===== config.mk =====
export PLATFORM = sky130hd
export DESIGN_NAME = sprite_markup_glyph_layout_top_flat
export DESIGN_NICKNAME = d
export VERILOG_FILES = /design/src/smgl_pkg.sv /design/src/smgl_in_if.sv /design/src/smgl_out_if.sv /design/src/sprite_markup_glyph_layout_top.sv /design/src/smgl_cfg.sv /design/src/smgl_step.sv /design/src/smgl_rfifo.sv /design/src/flat_wrapper.sv
export SDC_FILE = /design/constraint.sdc
export NUM_CORES = 2
export LEC_CHECK = 0
export BUFFER_PORTS_ARGS = -buffer_cell sky130_fd_sc_hd__buf_2
export CAP_MARGIN = 20
export CORE_UTILIZATION = 40
export CTS_BUF_LIST = sky130_fd_sc_hd__clkbuf_4
export DETAILED_ROUTE_END_ITERATION = 12
export SETUP_SLACK_MARGIN = 0.1
export SYNTH_ARGS = -nofsm -noshare
export SYNTH_HDL_FRONTEND = slang
export SYNTH_SLANG_ARGS = --single-unit

===== constraint.sdc =====
create_clock -name clk -period 17.4 [get_ports clk]
set_clock_uncertainty 0.2 [all_clocks]
set_input_delay 0 -clock clk [delete_from_list [all_inputs] [get_ports clk]]
set_output_delay 0 -clock clk [all_outputs]
set_load 0.03 [all_outputs]

===== src/smgl_pkg.sv =====
// ----------------------------------------------------------------------------
// smgl_pkg: shared types and constants for the sprite markup glyph layout
// Character codes, register map, parse modes and result records.
// ----------------------------------------------------------------------------
package smgl_pkg;

	// character codes of the markup
	localparam logic [7:0] CH_LBRACK = 8'h5B;
	localparam logic [7:0] CH_RBRACK = 8'h5D;
	localparam logic [7:0] CH_HASH   = 8'h23;
	localparam logic [7:0] CH_PCT    = 8'h25;
	localparam logic [7:0] CH_AT     = 8'h40;
	localparam logic [7:0] CH_LF     = 8'h0A;
	localparam logic [7:0] CH_SPACE  = 8'h20;
	localparam logic [7:0] CH_0      = 8'h30;
	localparam logic [7:0] CH_9      = 8'h39;

	// register map, index = paddr[4:2]
	localparam int PADDR_W = 5;
	localparam logic [2:0] REG_SECTION    = 3'd0;
	localparam logic [2:0] REG_ORIGIN_X   = 3'd1;
	localparam logic [2:0] REG_ORIGIN_Y   = 3'd2;
	localparam logic [2:0] REG_INIT_SIZE  = 3'd3;
	localparam logic [2:0] REG_INIT_COLOR = 3'd4;

	// register reset values
	localparam logic [3:0]  RST_SECTION    = 4'd1;
	localparam logic [15:0] RST_ORIGIN_X   = 16'd0;
	localparam logic [15:0] RST_ORIGIN_Y   = 16'd0;
	localparam logic [9:0]  RST_INIT_SIZE  = 10'd30;
	localparam logic [23:0] RST_INIT_COLOR = 24'hFFFFFF;

	localparam logic [9:0] SIZE_MAX = 10'd1023;

	// glyphs per character and result queue
	localparam int MAX_RES  = 3;
	localparam int RQ_DEPTH = 4;
	localparam int RQ_PTR_W = 2;

	typedef enum logic [8:0] {
		M_TOP    = 9'b000000001,
		M_TERM   = 9'b000000010,
		M_BODY   = 9'b000000100,
		M_SIZE   = 9'b000001000,
		M_COLCHK = 9'b000010000,
		M_CSP    = 9'b000100000,
		M_CDIG   = 9'b001000000,
		M_DRAW   = 9'b010000000,
		M_DONE   = 9'b100000000
	} mode_t;

	typedef struct packed {
		logic [3:0]  section;
		logic [15:0] origin_x;
		logic [15:0] origin_y;
		logic [9:0]  init_size;
		logic [23:0] init_color;
	} cfg_t;

	typedef struct packed {
		mode_t       mode;
		logic [1:0]  opener_count;
		logic [9:0]  size;
		logic [23:0] color;
		logic [9:0]  accum;
		logic [1:0]  field;
	} pstate_t;

	// lookahead window: up to three bytes
	typedef struct packed {
		logic [7:0] b0;
		logic [7:0] b1;
		logic [7:0] b2;
		logic [1:0] count;
	} queue_t;

	typedef struct packed {
		logic [7:0]  glyph;
		logic [15:0] pos_x;
		logic [15:0] pos_y;
		logic [9:0]  size;
		logic [23:0] color;
	} glyph_t;

	typedef struct packed {
		logic [MAX_RES-1:0]         emit;
		glyph_t [MAX_RES-1:0]       rec;
	} push_t;

	typedef struct packed {
		glyph_t g;
		logic   last;
	} rq_entry_t;

endpackage


===== src/smgl_in_if.sv =====
// ----------------------------------------------------------------------------
// smgl_in_if: character request channel
// Valid/ready channel carrying one text byte and its end-of-text mark.
// ----------------------------------------------------------------------------
interface smgl_in_if;
	logic       valid;
	logic       ready;
	logic [7:0] char_code;
	logic       last_char;

	modport source (output valid, char_code, last_char, input ready);
	modport sink   (input valid, char_code, last_char, output ready);
endinterface


===== src/smgl_out_if.sv =====
// ----------------------------------------------------------------------------
// smgl_out_if: glyph request channel
// Valid/ready channel carrying one glyph with position, size and color.
// ----------------------------------------------------------------------------
interface smgl_out_if;
	logic        valid;
	logic        ready;
	logic [7:0]  glyph;
	logic [15:0] pos_x;
	logic [15:0] pos_y;
	logic [9:0]  glyph_size;
	logic [7:0]  red;
	logic [7:0]  green;
	logic [7:0]  blue;
	logic        end_of_run;

	modport source (output valid, glyph, pos_x, pos_y, glyph_size, red, green, blue,
		end_of_run, input ready);
	modport sink   (input valid, glyph, pos_x, pos_y, glyph_size, red, green, blue,
		end_of_run, output ready);
endinterface


===== src/sprite_markup_glyph_layout_top.sv =====
// ----------------------------------------------------------------------------
// sprite_markup_glyph_layout_top: sprite markup text to glyph draw requests
// Path: an accepted request waits in the input register until the result queue has room,
// and its glyphs are then written to the queue. Throughput: one character per cycle; a character
// releases up to three glyphs, and input stalls while the 4-entry result queue holds 2 or more.
// Reset: arst_n loads register defaults, restarts the parser and empties the queue.
// ----------------------------------------------------------------------------
module sprite_markup_glyph_layout_top #(
	parameter int COORD_BITS = 16
) (
	input  logic                          clk,
	input  logic                          arst_n,
	// configuration
	input  logic                          psel,
	input  logic                          penable,
	input  logic                          pwrite,
	input  logic [smgl_pkg::PADDR_W-1:0]  paddr,
	input  logic [31:0]                   pwdata,
	output logic [31:0]                   prdata,
	output logic                          pready,
	// text in, glyphs out
	smgl_in_if.sink                       char_in,
	smgl_out_if.source                    glyph_out
);
	import smgl_pkg::*;

	cfg_t cfg;

	// input register
	logic       valid_s1;
	logic [7:0] char_s1;
	logic       last_s1;
	logic       in_rdy;
	logic       adv;
	logic       room;

	// parser state, carried from character to character
	pstate_t               st_q;
	logic [7:0]            held0_q, held1_q;
	logic [1:0]            hc_q;
	logic [COORD_BITS-1:0] cx_q, cy_q;

	// step chain: three steps cover the held bytes plus the new one
	pstate_t               st_c [MAX_RES+1];
	queue_t                q_c  [MAX_RES+1];
	logic [COORD_BITS-1:0] cx_c [MAX_RES+1];
	logic [COORD_BITS-1:0] cy_c [MAX_RES+1];
	logic [MAX_RES-1:0]    emit_c;
	glyph_t [MAX_RES-1:0]  rec_c;
	push_t                 push;
	pstate_t               st_rst;

	smgl_cfg u_cfg (
		.clk     (clk),
		.arst_n  (arst_n),
		.psel    (psel),
		.penable (penable),
		.pwrite  (pwrite),
		.paddr   (paddr),
		.pwdata  (pwdata),
		.prdata  (prdata),
		.pready  (pready),
		.cfg     (cfg)
	);

	// the registered character moves on only when the queue can take
	// every glyph it might release; no path from glyph_out.ready to here
	assign adv           = valid_s1 && room;
	assign in_rdy        = !valid_s1 || adv;
	assign char_in.ready = in_rdy;

	always_ff @(posedge clk or negedge arst_n) begin
		if (!arst_n) begin
			valid_s1 <= 1'b0;
		end else if (in_rdy) begin
			valid_s1 <= char_in.valid;
		end
	end

	always_ff @(posedge clk) begin
		if (char_in.valid && in_rdy) begin
			char_s1 <= char_in.char_code;
			last_s1 <= char_in.last_char;
		end
	end

	// lookahead window: held bytes first, then the new character
	always_comb begin
		st_c[0] = st_q;
		cx_c[0] = cx_q;
		cy_c[0] = cy_q;
		q_c[0].count = hc_q + 2'd1;
		case (hc_q)
			2'd0: begin
				q_c[0].b0 = char_s1;
				q_c[0].b1 = 8'd0;
				q_c[0].b2 = 8'd0;
			end
			2'd1: begin
				q_c[0].b0 = held0_q;
				q_c[0].b1 = char_s1;
				q_c[0].b2 = 8'd0;
			end
			default: begin
				q_c[0].b0 = held0_q;
				q_c[0].b1 = held1_q;
				q_c[0].b2 = char_s1;
			end
		endcase
	end

	for (genvar i = 0; i < MAX_RES; i++) begin : g_step
		smgl_step #(.COORD_BITS(COORD_BITS)) u_step (
			.st_i     (st_c[i]),
			.q_i      (q_c[i]),
			.fin      (last_s1),
			.section  (cfg.section),
			.origin_x (cfg.origin_x),
			.cx_i     (cx_c[i]),
			.cy_i     (cy_c[i]),
			.st_o     (st_c[i+1]),
			.q_o      (q_c[i+1]),
			.cx_o     (cx_c[i+1]),
			.cy_o     (cy_c[i+1]),
			.emit     (emit_c[i]),
			.rec      (rec_c[i])
		);
	end

	// restart values for the next text
	always_comb begin
		st_rst.mode         = M_TOP;
		st_rst.opener_count = 2'd0;
		st_rst.size         = cfg.init_size;
		st_rst.color        = cfg.init_color;
		st_rst.accum        = 10'd0;
		st_rst.field        = 2'd0;
	end

	always_ff @(posedge clk or negedge arst_n) begin
		if (!arst_n) begin
			st_q.mode         <= M_TOP;
			st_q.opener_count <= 2'd0;
			st_q.size         <= RST_INIT_SIZE;
			st_q.color        <= RST_INIT_COLOR;
			st_q.accum        <= 10'd0;
			st_q.field        <= 2'd0;
			held0_q           <= 8'd0;
			held1_q           <= 8'd0;
			hc_q              <= 2'd0;
			cx_q              <= COORD_BITS'(RST_ORIGIN_X);
			cy_q              <= COORD_BITS'(RST_ORIGIN_Y);
		end else if (adv) begin
			if (last_s1) begin
				// final byte: held bytes were flushed above, start over
				st_q    <= st_rst;
				held0_q <= 8'd0;
				held1_q <= 8'd0;
				hc_q    <= 2'd0;
				cx_q    <= COORD_BITS'(cfg.origin_x);
				cy_q    <= COORD_BITS'(cfg.origin_y);
			end else begin
				st_q    <= st_c[MAX_RES];
				held0_q <= q_c[MAX_RES].b0;
				held1_q <= q_c[MAX_RES].b1;
				hc_q    <= (q_c[MAX_RES].count > 2'd2) ? 2'd2 : q_c[MAX_RES].count;
				cx_q    <= cx_c[MAX_RES];
				cy_q    <= cy_c[MAX_RES];
			end
		end
	end

	assign push.emit = emit_c & {MAX_RES{adv}};
	assign push.rec  = rec_c;

	smgl_rfifo u_rfifo (
		.clk    (clk),
		.arst_n (arst_n),
		.push   (push),
		.room   (room),
		.out_ch (glyph_out)
	);

endmodule


===== src/smgl_cfg.sv =====
// ----------------------------------------------------------------------------
// smgl_cfg: APB register block
// Section select, cursor origin, initial size and color.
// ----------------------------------------------------------------------------
module smgl_cfg (
	input  logic                          clk,
	input  logic                          arst_n,
	input  logic                          psel,
	input  logic                          penable,
	input  logic                          pwrite,
	input  logic [smgl_pkg::PADDR_W-1:0]  paddr,
	input  logic [31:0]                   pwdata,
	output logic [31:0]                   prdata,
	output logic                          pready,
	output smgl_pkg::cfg_t                cfg
);
	import smgl_pkg::*;

	cfg_t       cfg_q;
	logic [2:0] idx;
	logic       wr_en;

	assign pready = 1'b1;
	assign idx    = paddr[PADDR_W-1:2];
	assign wr_en  = psel && penable && pwrite && pready;
	assign cfg    = cfg_q;

	always_ff @(posedge clk or negedge arst_n) begin
		if (!arst_n) begin
			cfg_q.section    <= RST_SECTION;
			cfg_q.origin_x   <= RST_ORIGIN_X;
			cfg_q.origin_y   <= RST_ORIGIN_Y;
			cfg_q.init_size  <= RST_INIT_SIZE;
			cfg_q.init_color <= RST_INIT_COLOR;
		end else if (wr_en) begin
			case (idx)
				REG_SECTION:    cfg_q.section    <= pwdata[3:0];
				REG_ORIGIN_X:   cfg_q.origin_x   <= pwdata[15:0];
				REG_ORIGIN_Y:   cfg_q.origin_y   <= pwdata[15:0];
				REG_INIT_SIZE:  cfg_q.init_size  <= pwdata[9:0];
				REG_INIT_COLOR: cfg_q.init_color <= pwdata[23:0];
				default: ;
			endcase
		end
	end

	always_comb begin
		case (idx)
			REG_SECTION:    prdata = {28'd0, cfg_q.section};
			REG_ORIGIN_X:   prdata = {16'd0, cfg_q.origin_x};
			REG_ORIGIN_Y:   prdata = {16'd0, cfg_q.origin_y};
			REG_INIT_SIZE:  prdata = {22'd0, cfg_q.init_size};
			REG_INIT_COLOR: prdata = {8'd0, cfg_q.init_color};
			default:        prdata = 32'd0;
		endcase
	end

endmodule


===== src/smgl_step.sv =====
// ----------------------------------------------------------------------------
// smgl_step: one parse step over the lookahead window
// Runs the lookahead checks up to the first consumed byte or a stall.
// ----------------------------------------------------------------------------
module smgl_step #(
	parameter int COORD_BITS = 16
) (
	input  smgl_pkg::pstate_t        st_i,
	input  smgl_pkg::queue_t         q_i,
	input  logic                     fin,
	input  logic [3:0]               section,
	input  logic [15:0]              origin_x,
	input  logic [COORD_BITS-1:0]    cx_i,
	input  logic [COORD_BITS-1:0]    cy_i,
	output smgl_pkg::pstate_t        st_o,
	output smgl_pkg::queue_t         q_o,
	output logic [COORD_BITS-1:0]    cx_o,
	output logic [COORD_BITS-1:0]    cy_o,
	output logic                     emit,
	output smgl_pkg::glyph_t         rec
);
	import smgl_pkg::*;

	logic [7:0]  ndig;
	logic [7:0]  b0, b1, b2;
	logic        has1, has2, av1, av2;
	logic        is_dig;
	logic [3:0]  dig;
	logic [13:0] sz_acc;
	logic [7:0]  col_acc;
	logic        run;
	logic [1:0]  pop;
	mode_t       m;

	assign ndig    = CH_0 + {4'd0, section};
	assign b0      = q_i.b0;
	assign b1      = q_i.b1;
	assign b2      = q_i.b2;
	assign has1    = q_i.count > 2'd1;
	assign has2    = q_i.count == 2'd3;
	// past the final byte, missing lookahead simply fails to match
	assign av1     = has1 || fin;
	assign av2     = has2 || fin;
	assign is_dig  = b0 inside {[CH_0:CH_9]};
	assign dig     = 4'(b0 - CH_0);
	assign sz_acc  = {4'd0, st_i.accum} * 14'd10 + {10'd0, dig};
	assign col_acc = st_i.accum[7:0] * 8'd10 + {4'd0, dig};

	always_comb begin
		st_o = st_i;
		cx_o = cx_i;
		cy_o = cy_i;
		emit = 1'b0;
		rec  = '0;
		pop  = 2'd0;
		run  = q_i.count != 2'd0;
		m    = st_i.mode;

		// section opener
		if (run && m == M_TOP) begin
			if (b0 == CH_LBRACK && !av1) begin
				run = 1'b0;
			end else if (b0 == CH_LBRACK && has1 && b1 == CH_HASH && !av2) begin
				run = 1'b0;
			end else if (b0 == CH_LBRACK && has1 && b1 == CH_HASH && has2 && b2 == ndig) begin
				pop = 2'd3;
				if (st_i.opener_count != 2'd3)
					st_o.opener_count = st_i.opener_count + 2'd1;
				m   = M_TERM;
				run = 1'b0;
			end else begin
				m = M_TERM;
			end
		end

		// text closer
		if (run && m == M_TERM) begin
			if (b0 == CH_HASH && !av1) begin
				run = 1'b0;
			end else if (b0 == CH_HASH && has1 && b1 == ndig && !av2) begin
				run = 1'b0;
			end else if (b0 == CH_HASH && has1 && b1 == ndig && has2 && b2 == CH_RBRACK) begin
				m = M_DONE;
			end else begin
				m = M_BODY;
			end
		end

		// inside or outside the drawn section, tag openers
		if (run && m == M_BODY) begin
			if (st_i.opener_count != 2'd1) begin
				pop = 2'd1;
				m   = M_TOP;
				run = 1'b0;
			end else if (b0 == CH_LBRACK && !av1) begin
				run = 1'b0;
			end else if (b0 == CH_LBRACK && has1 && b1 == CH_PCT) begin
				pop            = 2'd2;
				st_o.accum     = 10'd0;
				m              = M_SIZE;
				run            = 1'b0;
			end else if (b0 == CH_LBRACK && has1 && b1 == CH_AT) begin
				pop            = 2'd2;
				st_o.accum     = 10'd0;
				st_o.field     = 2'd0;
				m              = M_CSP;
				run            = 1'b0;
			end else begin
				m = M_DRAW;
			end
		end

		// color tag allowed right after a size tag
		if (run && m == M_COLCHK) begin
			if (b0 == CH_LBRACK && !av1) begin
				run = 1'b0;
			end else if (b0 == CH_LBRACK && has1 && b1 == CH_AT) begin
				pop        = 2'd2;
				st_o.accum = 10'd0;
				st_o.field = 2'd0;
				m          = M_CSP;
				run        = 1'b0;
			end else begin
				m = M_DRAW;
			end
		end

		// skip spaces ahead of a color value
		if (run && m == M_CSP) begin
			if (b0 == CH_SPACE) begin
				pop = 2'd1;
				run = 1'b0;
			end else begin
				m = M_CDIG;
			end
		end

		// byte-consuming modes
		if (run) begin
			pop = 2'd1;
			case (m)
				M_DRAW: begin
					m = M_TOP;
					if (b0 == CH_LF) begin
						cy_o = cy_i + COORD_BITS'(st_i.size);
						cx_o = COORD_BITS'(origin_x);
					end else begin
						cx_o       = cx_i + COORD_BITS'(st_i.size >> 1);
						emit       = 1'b1;
						rec.glyph  = b0;
						rec.pos_x  = 16'(cx_o);
						rec.pos_y  = 16'(cy_i);
						rec.size   = st_i.size;
						rec.color  = st_i.color;
					end
				end
				M_SIZE: begin
					if (b0 == CH_RBRACK) begin
						st_o.size  = st_i.accum;
						st_o.accum = 10'd0;
						m          = M_COLCHK;
					end else if (is_dig) begin
						st_o.accum = (sz_acc > {4'd0, SIZE_MAX}) ? SIZE_MAX : sz_acc[9:0];
					end
				end
				M_CDIG: begin
					if (is_dig) begin
						st_o.accum = {2'd0, col_acc};
					end else begin
						case (st_i.field)
							2'd0:    st_o.color[23:16] = st_i.accum[7:0];
							2'd1:    st_o.color[15:8]  = st_i.accum[7:0];
							default: st_o.color[7:0]   = st_i.accum[7:0];
						endcase
						st_o.accum = 10'd0;
						if (st_i.field >= 2'd2) begin
							st_o.field = 2'd0;
							m          = M_DRAW;
						end else begin
							st_o.field = st_i.field + 2'd1;
							m          = M_CSP;
						end
					end
				end
				default: ; // after the closer: drop the byte
			endcase
		end

		st_o.mode = m;

		q_o.count = q_i.count - pop;
		case (pop)
			2'd1: begin
				q_o.b0 = b1;
				q_o.b1 = b2;
				q_o.b2 = 8'd0;
			end
			2'd2: begin
				q_o.b0 = b2;
				q_o.b1 = 8'd0;
				q_o.b2 = 8'd0;
			end
			2'd3: begin
				q_o.b0 = 8'd0;
				q_o.b1 = 8'd0;
				q_o.b2 = 8'd0;
			end
			default: begin
				q_o.b0 = b0;
				q_o.b1 = b1;
				q_o.b2 = b2;
			end
		endcase
	end

endmodule


===== src/smgl_rfifo.sv =====
// ----------------------------------------------------------------------------
// smgl_rfifo: glyph result queue
// Takes up to three glyphs per cycle, hands out one per cycle while out_ch.ready is high.
// ----------------------------------------------------------------------------
module smgl_rfifo (
	input  logic            clk,
	input  logic            arst_n,
	input  smgl_pkg::push_t push,
	output logic            room,
	smgl_out_if.source      out_ch
);
	import smgl_pkg::*;

	rq_entry_t            mem [RQ_DEPTH];
	logic [RQ_PTR_W-1:0]  rd_q, wr_q;
	logic [RQ_PTR_W:0]    count_q;
	logic [1:0]           off1, off2, nres;
	logic                 pop;

	// pack the emitted glyphs into consecutive slots
	assign off1 = {1'b0, push.emit[0]};
	assign off2 = off1 + {1'b0, push.emit[1]};
	assign nres = off2 + {1'b0, push.emit[2]};

	// room for a full character's worth of glyphs
	assign room = count_q <= (RQ_PTR_W + 1)'(RQ_DEPTH - MAX_RES);
	assign pop  = out_ch.valid && out_ch.ready;

	always_ff @(posedge clk) begin
		if (push.emit[0])
			mem[wr_q] <= '{g: push.rec[0], last: !push.emit[1] && !push.emit[2]};
		if (push.emit[1])
			mem[wr_q + off1] <= '{g: push.rec[1], last: !push.emit[2]};
		if (push.emit[2])
			mem[wr_q + off2] <= '{g: push.rec[2], last: 1'b1};
	end

	always_ff @(posedge clk or negedge arst_n) begin
		if (!arst_n) begin
			rd_q    <= '0;
			wr_q    <= '0;
			count_q <= '0;
		end else begin
			wr_q    <= wr_q + nres;
			rd_q    <= rd_q + {1'b0, pop};
			count_q <= count_q + {1'b0, nres} - {2'd0, pop};
		end
	end

	assign out_ch.valid      = count_q != '0;
	assign out_ch.glyph      = mem[rd_q].g.glyph;
	assign out_ch.pos_x      = mem[rd_q].g.pos_x;
	assign out_ch.pos_y      = mem[rd_q].g.pos_y;
	assign out_ch.glyph_size = mem[rd_q].g.size;
	assign out_ch.red        = mem[rd_q].g.color[23:16];
	assign out_ch.green      = mem[rd_q].g.color[15:8];
	assign out_ch.blue       = mem[rd_q].g.color[7:0];
	assign out_ch.end_of_run = mem[rd_q].last;

endmodule


===== src/flat_wrapper.sv =====
// flat-port wrapper written by rule: the top's interface ports become plain ports
module sprite_markup_glyph_layout_top_flat import smgl_pkg::*;
#(
	parameter int COORD_BITS = 16
)
  (clk, arst_n, psel, penable, pwrite, paddr, pwdata, prdata, pready, char_in_valid, char_in_char_code, char_in_last_char, char_in_ready, glyph_out_valid, glyph_out_glyph, glyph_out_pos_x, glyph_out_pos_y, glyph_out_glyph_size, glyph_out_red, glyph_out_green, glyph_out_blue, glyph_out_end_of_run, glyph_out_ready);
  smgl_in_if char_in_i ();
  smgl_out_if glyph_out_i ();
  input  logic clk;
  input  logic arst_n;
  input  logic psel;
  input  logic penable;
  input  logic pwrite;
  input  logic [smgl_pkg::PADDR_W-1:0] paddr;
  input  logic [31:0] pwdata;
  output logic [31:0] prdata;
  output logic pready;
  input wire logic [$bits(char_in_i.valid)-1:0] char_in_valid;
  input wire logic [$bits(char_in_i.char_code)-1:0] char_in_char_code;
  input wire logic [$bits(char_in_i.last_char)-1:0] char_in_last_char;
  output wire logic [$bits(char_in_i.ready)-1:0] char_in_ready;
  output wire logic [$bits(glyph_out_i.valid)-1:0] glyph_out_valid;
  output wire logic [$bits(glyph_out_i.glyph)-1:0] glyph_out_glyph;
  output wire logic [$bits(glyph_out_i.pos_x)-1:0] glyph_out_pos_x;
  output wire logic [$bits(glyph_out_i.pos_y)-1:0] glyph_out_pos_y;
  output wire logic [$bits(glyph_out_i.glyph_size)-1:0] glyph_out_glyph_size;
  output wire logic [$bits(glyph_out_i.red)-1:0] glyph_out_red;
  output wire logic [$bits(glyph_out_i.green)-1:0] glyph_out_green;
  output wire logic [$bits(glyph_out_i.blue)-1:0] glyph_out_blue;
  output wire logic [$bits(glyph_out_i.end_of_run)-1:0] glyph_out_end_of_run;
  input wire logic [$bits(glyph_out_i.ready)-1:0] glyph_out_ready;
  assign char_in_i.valid = char_in_valid;
  assign char_in_i.char_code = char_in_char_code;
  assign char_in_i.last_char = char_in_last_char;
  assign char_in_ready = char_in_i.ready;
  assign glyph_out_valid = glyph_out_i.valid;
  assign glyph_out_glyph = glyph_out_i.glyph;
  assign glyph_out_pos_x = glyph_out_i.pos_x;
  assign glyph_out_pos_y = glyph_out_i.pos_y;
  assign glyph_out_glyph_size = glyph_out_i.glyph_size;
  assign glyph_out_red = glyph_out_i.red;
  assign glyph_out_green = glyph_out_i.green;
  assign glyph_out_blue = glyph_out_i.blue;
  assign glyph_out_end_of_run = glyph_out_i.end_of_run;
  assign glyph_out_i.ready = glyph_out_ready;
  sprite_markup_glyph_layout_top #(.COORD_BITS(COORD_BITS)) u_core (.clk(clk), .arst_n(arst_n), .psel(psel), .penable(penable), .pwrite(pwrite), .paddr(paddr), .pwdata(pwdata), .prdata(prdata), .pready(pready), .char_in(char_in_i), .glyph_out(glyph_out_i));
endmodule

Word level (Yosys, flattened, before mapping)
Memory sizes are Yosys's and may differ from the RTL's.
Cells that the tools add are included.
{ "word_totals": {"regBits": 194, "latchBits": 0, "ramBits": 300, "mem_bits_ro": 0, "input_bits": 53, "out_inout_bits": 110, "mem_count": 1} }
{ "memory_table": {"columns": ["name", "words", "width", "read_ports", "rd_clocked_by_memory_dff", "wr", "line", "text"], "rows": [
  ["u_core.u_rfifo.mem", 4, 75, 1, 0, 3, "smgl_rfifo.sv:14", "rq_entry_t mem [RQ_DEPTH];"]
]} }
{ "op_classes": {"addsub": 34, "n_mul": 6, "div": 0, "n_lt_le_gt_ge": 17, "eq_ne": 83, "n_shift": 0, "muxes": 303, "bitwise": 1, "reduce_logical": 99} }
{ "op_table": {"columns": ["operator", "count"], "rows": [
  ["$mux 74", 9],
  ["$mux 9", 53],
  ["$mux 16", 20],
  ["$mux 12", 21],
  ["$pmux 24 s3", 3],
  ["$mux 10", 18],
  ["$mux 8", 21],
  ["$mux 2", 74],
  ["$mux 24", 6],
  ["$mux 46", 3],
  ["$pmux 24 s5", 1],
  ["$eq 8x6->1 const B", 12],
  ["$eq 8x7->1 const B", 12],
  ["$pmux 9 s3", 3],
  ["$logic_and 1x1->1", 66],
  ["$mux 1", 66],
  ["$pmux 10 s2", 3],
  ["$mux 57", 1],
  ["$add 16x10->16", 3],
  ["$add 16x9->16", 3],
  ["$eq 8x8->1", 6],
  ["$pmux 24 s2", 1],
  ["$add 14x4->14", 3],
  ["$gt 14x10->1 const B", 3],
  ["other kinds (43)", 132]
]} }

Depth between registers and ports, before layout
{ "depth": {"depth_word": 82, "mapped_depth": 61} }

Cells and area by module
Synthesis repeated with hierarchy kept, for this count alone.
{ "unflattened": {"cells_unflattened": 4813, "area_unflattened_um2": 42293.1} }
{ "by_module_without_submodules": {"columns": ["mod", "n_inst", "cells_each", "area_per_inst_um2", "seq_area_each_um2"], "rows": [
  ["smgl_rfifo", 1, 1877, 18714.2, 9143.8],
  ["sprite_markup_glyph_layout_top", 1, 533, 5744.3, 3009.1],
  ["smgl_step (u_core.g_step[1].u_step)", 1, 706, 4911.0, 0.0],
  ["smgl_step (u_core.g_step[0].u_step)", 1, 747, 4852.2, 0.0],
  ["smgl_step (u_core.g_step[2].u_step)", 1, 720, 4753.3, 0.0],
  ["smgl_cfg", 1, 230, 3318.2, 1788.0]
]} }

Worst setup path before layout
No wires, ideal clock.
{ "synth_path": {"path_kind": "reg-to-reg", "startpoint": "register u_core.hc_q[0]", "endpoint": "memory u_core.u_rfifo.mem[3][10] (netlist bit), enable pin", "setup_ns": 0.937, "arrival_ns": 11.950, "t_required_ns": 16.263, "slack_ns": 4.313, "stages_incl_launch_ff": 48, "path_cell_list": "dfrtp_1 inv_1 ha_1 or4b_1 a222oi_1 nand4_2 nor4_4 o31a_2 o211a_4 buf_6 nand3_2 o211a_2 buf_2 o21ai_0 inv_1 ha_1 xnor2_1 or3_4 (+12 left out) xnor2_1 nor2_1 o221ai_1 o211ai_1 nand2b_1 a21oi_1 nand4_1 a211o_1 o41ai_4 and4_1 a221oi_4 and4b_1 buf_4 nand3_4 nor4b_4 buf_2 buf_2 nand3b_1"} }
{ "synth_lines": {"columns": ["item", "line", "text"], "rows": [
  ["start: declaration", "sprite_markup_glyph_layout_top.sv:40", "logic [1:0] hc_q;"],
  ["start signal: assignment", "sprite_markup_glyph_layout_top.sv:166", "hc_q <= (q_c[MAX_RES].count > 2'd2) ? 2'd2 : q_c[MAX_RES].count;"],
  ["end: declaration", "smgl_rfifo.sv:14", null]
]} }

Worst setup path in the final report
{ "layout_path": {"startpoint": "register u_core.hc_q[0]", "endpoint": "register u_core.st_q (netlist bit u_core.st_c[181])"} }
{ "layout_between": {"elab_chain_cells": 78, "elab_cells_between_ends": 364, "cone_classes": "add/sub (12); mul (3); order compare (13); eq/ne (65); mux (195); reduce/logical (76)"} }
{ "layout_rtl": {"columns": ["item", "line", "text"], "rows": [
  ["branches (longest 76 deep; another with $pmux 24 s2)", null, null],
  ["$mux 46 *", "smgl_step.sv:139", "if (run) begin"],
  ["$mux 57 *", "sprite_markup_glyph_layout_top.sv:154", "if (last_s1) begin"],
  ["end signal: assignment", "sprite_markup_glyph_layout_top.sv:156", "st_q <= st_rst;"],
  ["end signal: assignment", "sprite_markup_glyph_layout_top.sv:163", "st_q <= st_c[MAX_RES];"],
  ["end: declaration", "sprite_markup_glyph_layout_top.sv:38", "pstate_t st_q;"]
]} }
Mark *: on every way between the ends.
A chain may end at the register's enable or synchronous reset.

==> impl_metrics.env <==
export IMPL_outcome="complete, no violations"
export IMPL_wire_per_inst_um=26.0
export IMPL_cts_buffer_depth=3
export IMPL_final_cells=6472
export IMPL_placed_cells=6087
export IMPL_setup_slack_ns=2.02
export IMPL_ys_seq_elements=494
export IMPL_min_path_cells=5
export IMPL_endpoint_kind="flop"
export IMPL_grt_pass1_wl_mm=247
export IMPL_syn_area_sq_um=41000
export IMPL_antenna_found_initial=16
export IMPL_core_area_sq_um=102000
export IMPL_ant_nets=0
export IMPL_maxCapViolations=0
export IMPL_drive_gt1_share_pct=18.3
export IMPL_min_period_ns=15.38
export IMPL_worst_ep_required_time_ns=18.13
export IMPL_initial_core_util_pct=40.3
export IMPL_slew_violations=0
export IMPL_drc=0
export IMPL_cts_inserted_buffers=147
export IMPL_timing_fmax_mhz=65.0
export IMPL_port_buffers=143
export IMPL_path_clk_slew_ns=0.07
export IMPL_synth_flop_cell="edfxtp_1"
export IMPL_ys_warn_count=0
export IMPL_hp_class="input port to flop"
export IMPL_worstSkewPairLatency_ns=1.12
export IMPL_cp_max_fo=25
export IMPL_grt_max_degree=195
export IMPL_layout_commonest_cell="nand2_1"
export IMPL_hold_viol=0
export IMPL_synth_avg_cell_area_sq_um=8.61
export IMPL_dieWidth_um=322
export IMPL_placed_cell_area_sq_um=43300
export IMPL_total_power_uw=8300
export IMPL_ys_types=141
export IMPL_synth_edf_count=305
export IMPL_worst_pin_slew_ns=1.17
export IMPL_num_vias=40000
export IMPL_dr_pass1_iters=7
export IMPL_grt_total_usage_pct=32.0
export IMPL_criticalPathCategory="flop to flop"
export IMPL_grt_pass1_vias=37700
export IMPL_power_density_nw_per_um2=179
export IMPL_cp_arrival_ns=16.11
export IMPL_finalSetupViolations=0
export IMPL_dieArea_sq_um=104000
export IMPL_ys_async_sr_fraction_pct=37.4
export IMPL_finalSetupTns_ns=0
export IMPL_critPathLaunchType="flop"
export IMPL_via_per_inst=6.18
export IMPL_syn_instance_count=4764
export IMPL_clock_sinks=494
export IMPL_cpMaxStageDelayCell="o21ai_1"
export IMPL_cts_resized=0
export IMPL_h_tree_depth=4
export IMPL_wl_mm=169
export IMPL_slowest_delay_ns=0.91
export IMPL_ys_seq_area_share_pct=34.0
export IMPL_fp_dieH_um=322
export IMPL_dp_slack_ns=2.51
export IMPL_ir_drop_v=0.000218
export IMPL_finalCritPeriodShare_pct=88.4
export IMPL_area_growth_pct=13.0
export IMPL_layout_nets=5173
export IMPL_dp_hpwl_mm=119
export IMPL_r2r_cells=47
export IMPL_rsz0062_at_grt="no"
export IMPL_slew_headroom_pct=21.6
export IMPL_cts_tree="done"
export IMPL_path_common_cell="a21oi_1"
export IMPL_fp_row_count=117
export IMPL_overflow=0
export IMPL_stdcell_area_sq_um=46400
export IMPL_clock_root_buffer="clkbuf_4"
export IMPL_gp_congestion=1.06
export IMPL_leakagePower_uw=0.0168
export IMPL_fillers=9920
export IMPL_ioPinCount=163
export IMPL_drt_iter0_drc=4953
export IMPL_mostFrequentLayoutCells="nand2_1, nor2_1, o21ai_0"
-- report_power, final --
group | switching (uW) | internal (uW) | total [uW]
registers | 304 | 1410 | 1720
logic | 3620 | 1780 | 5400
clock network | 578 | 604 | 1180
-- Yosys cell counts, types with 108 or more instances --
| master | count | area share, % |
|---|---|---|
| a31oi_1 | 195 | 3.0 |
| mux2_2 | 124 | 3.4 |
| nand3_1 | 157 | 1.9 |
| nor2_1 | 519 | 4.7 |
| dfrtp_1 | 127 | 7.7 |
| o21ai_0 | 393 | 4.8 |
| ha_1 | 129 | 3.9 |
| a21oi_1 | 289 | 3.5 |
| clkbuf_1 | 207 | 1.9 |
| inv_1 | 108 | 0.99 |
| edfxtp_1 | 305 | 22 |
| mux2i_1 | 140 | 3.4 |
| nand2_1 | 614 | 5.6 |
-- critical path, delay by kind of cell, from the launching register on --
kind | cells | cell delay [ns]
AOI/OAI and AO/OA | 23 | 6.78
xor gates and xnor gates | 2 | 0.32
adders and majority gates | 4 | 1.69
buffers and inverters | 2 | 0.20
DFF | 1 | 0.45
muxes | 1 | 0.09
and+or+nand+nor | 15 | 5.42
-- final timing paths --
kind                                           from                       end  slack, ns
max                                  u_core.hc_q[0]          u_core.st_c[181]       2.02
min                                          pwrite       u_core.u_cfg.cfg[6]       0.20
max reg2reg                          u_core.hc_q[0]          u_core.st_c[181]       2.02
min reg2reg                u_core.u_rfifo.mem[2][0]  u_core.u_rfifo.mem[2][0]       0.28
max in group asynchronous                    arst_n      u_core.u_cfg.cfg[10]      14.75
min in group asynchronous                    arst_n          u_core.st_c[227]       0.34
-- kinds of logic after synthesis --
kind of cell | count (synthesis) | share of synthesized area, %
xor gates and xnor gates | 136 | 2.90
other | 2 | 0.0183
adders and majority gates | 143 | 4.62
DFF | 494 | 34.0
and+or+nand+nor | 1791 | 20.8
muxes | 339 | 10.9
buffers and inverters | 449 | 4.96
AOI/OAI and AO/OA | 1410 | 21.7
-- stage by stage --
step / utilization (%) / hold slack [ns]
2_1_floorplan: - / -0.496
3_3_place_gp: 42.5 / -0.178
3_5_place_dp: 42.5 / -0.174
4_1_cts: 45.5 / 0.0113
5_1_grt: 45.6 / 0.140
6_report: 45.6 / 0.197
-- sequential cells by signal, indices dropped and copies added (netlist names) --
register	cells
u_core.u_rfifo.mem	300
u_core.u_cfg.cfg	70
u_core.st_c	57
u_core.cx_q	16
u_core.cy_q	16
u_core.char_s1	8
u_core.held0_q	8
u_core.held1_q	8
u_core.u_rfifo.count_q	3
u_core.hc_q	2
u_core.u_rfifo.rd_q	2
u_core.u_rfifo.wr_q	2
u_core.last_s1	1
u_core.valid_s1	1
-- layer usage --
layer,wire length (um),global-route usage [%],part of all wire (%),vias up
li1,-,-,-,18200
met1,69600,42.4,41,19200
met2,74600,49.4,44,2065
met3,15900,7.03,9.4,454
met4,8310,15.3,4.9,16
met5,96,0,0.057,-
-- cell type report --
type / instances / area [sq um] / share of cell area (%)
antenna: 6 / 15.0 / 0.0324
clock buffer: 214 / 1610 / 3.46
clock inverter: 56 / 337 / 0.726
inverter: 112 / 420 / 0.907
multi-input combinational: 3828 / 25300 / 54.5
sequential: 494 / 13900 / 30.1
tap: 1368 / 1710 / 3.69
timing repair buffer: 394 / 3070 / 6.62
-- repair_timing --
item / in CTS / in global routing
endpoints found under the hold margin: 205 / 0
setup endpoints to repair: 0 / 0
hold buffers: 105 / 0
buffers inserted: 0 / 0
Power figures use the tool's default switching activity.
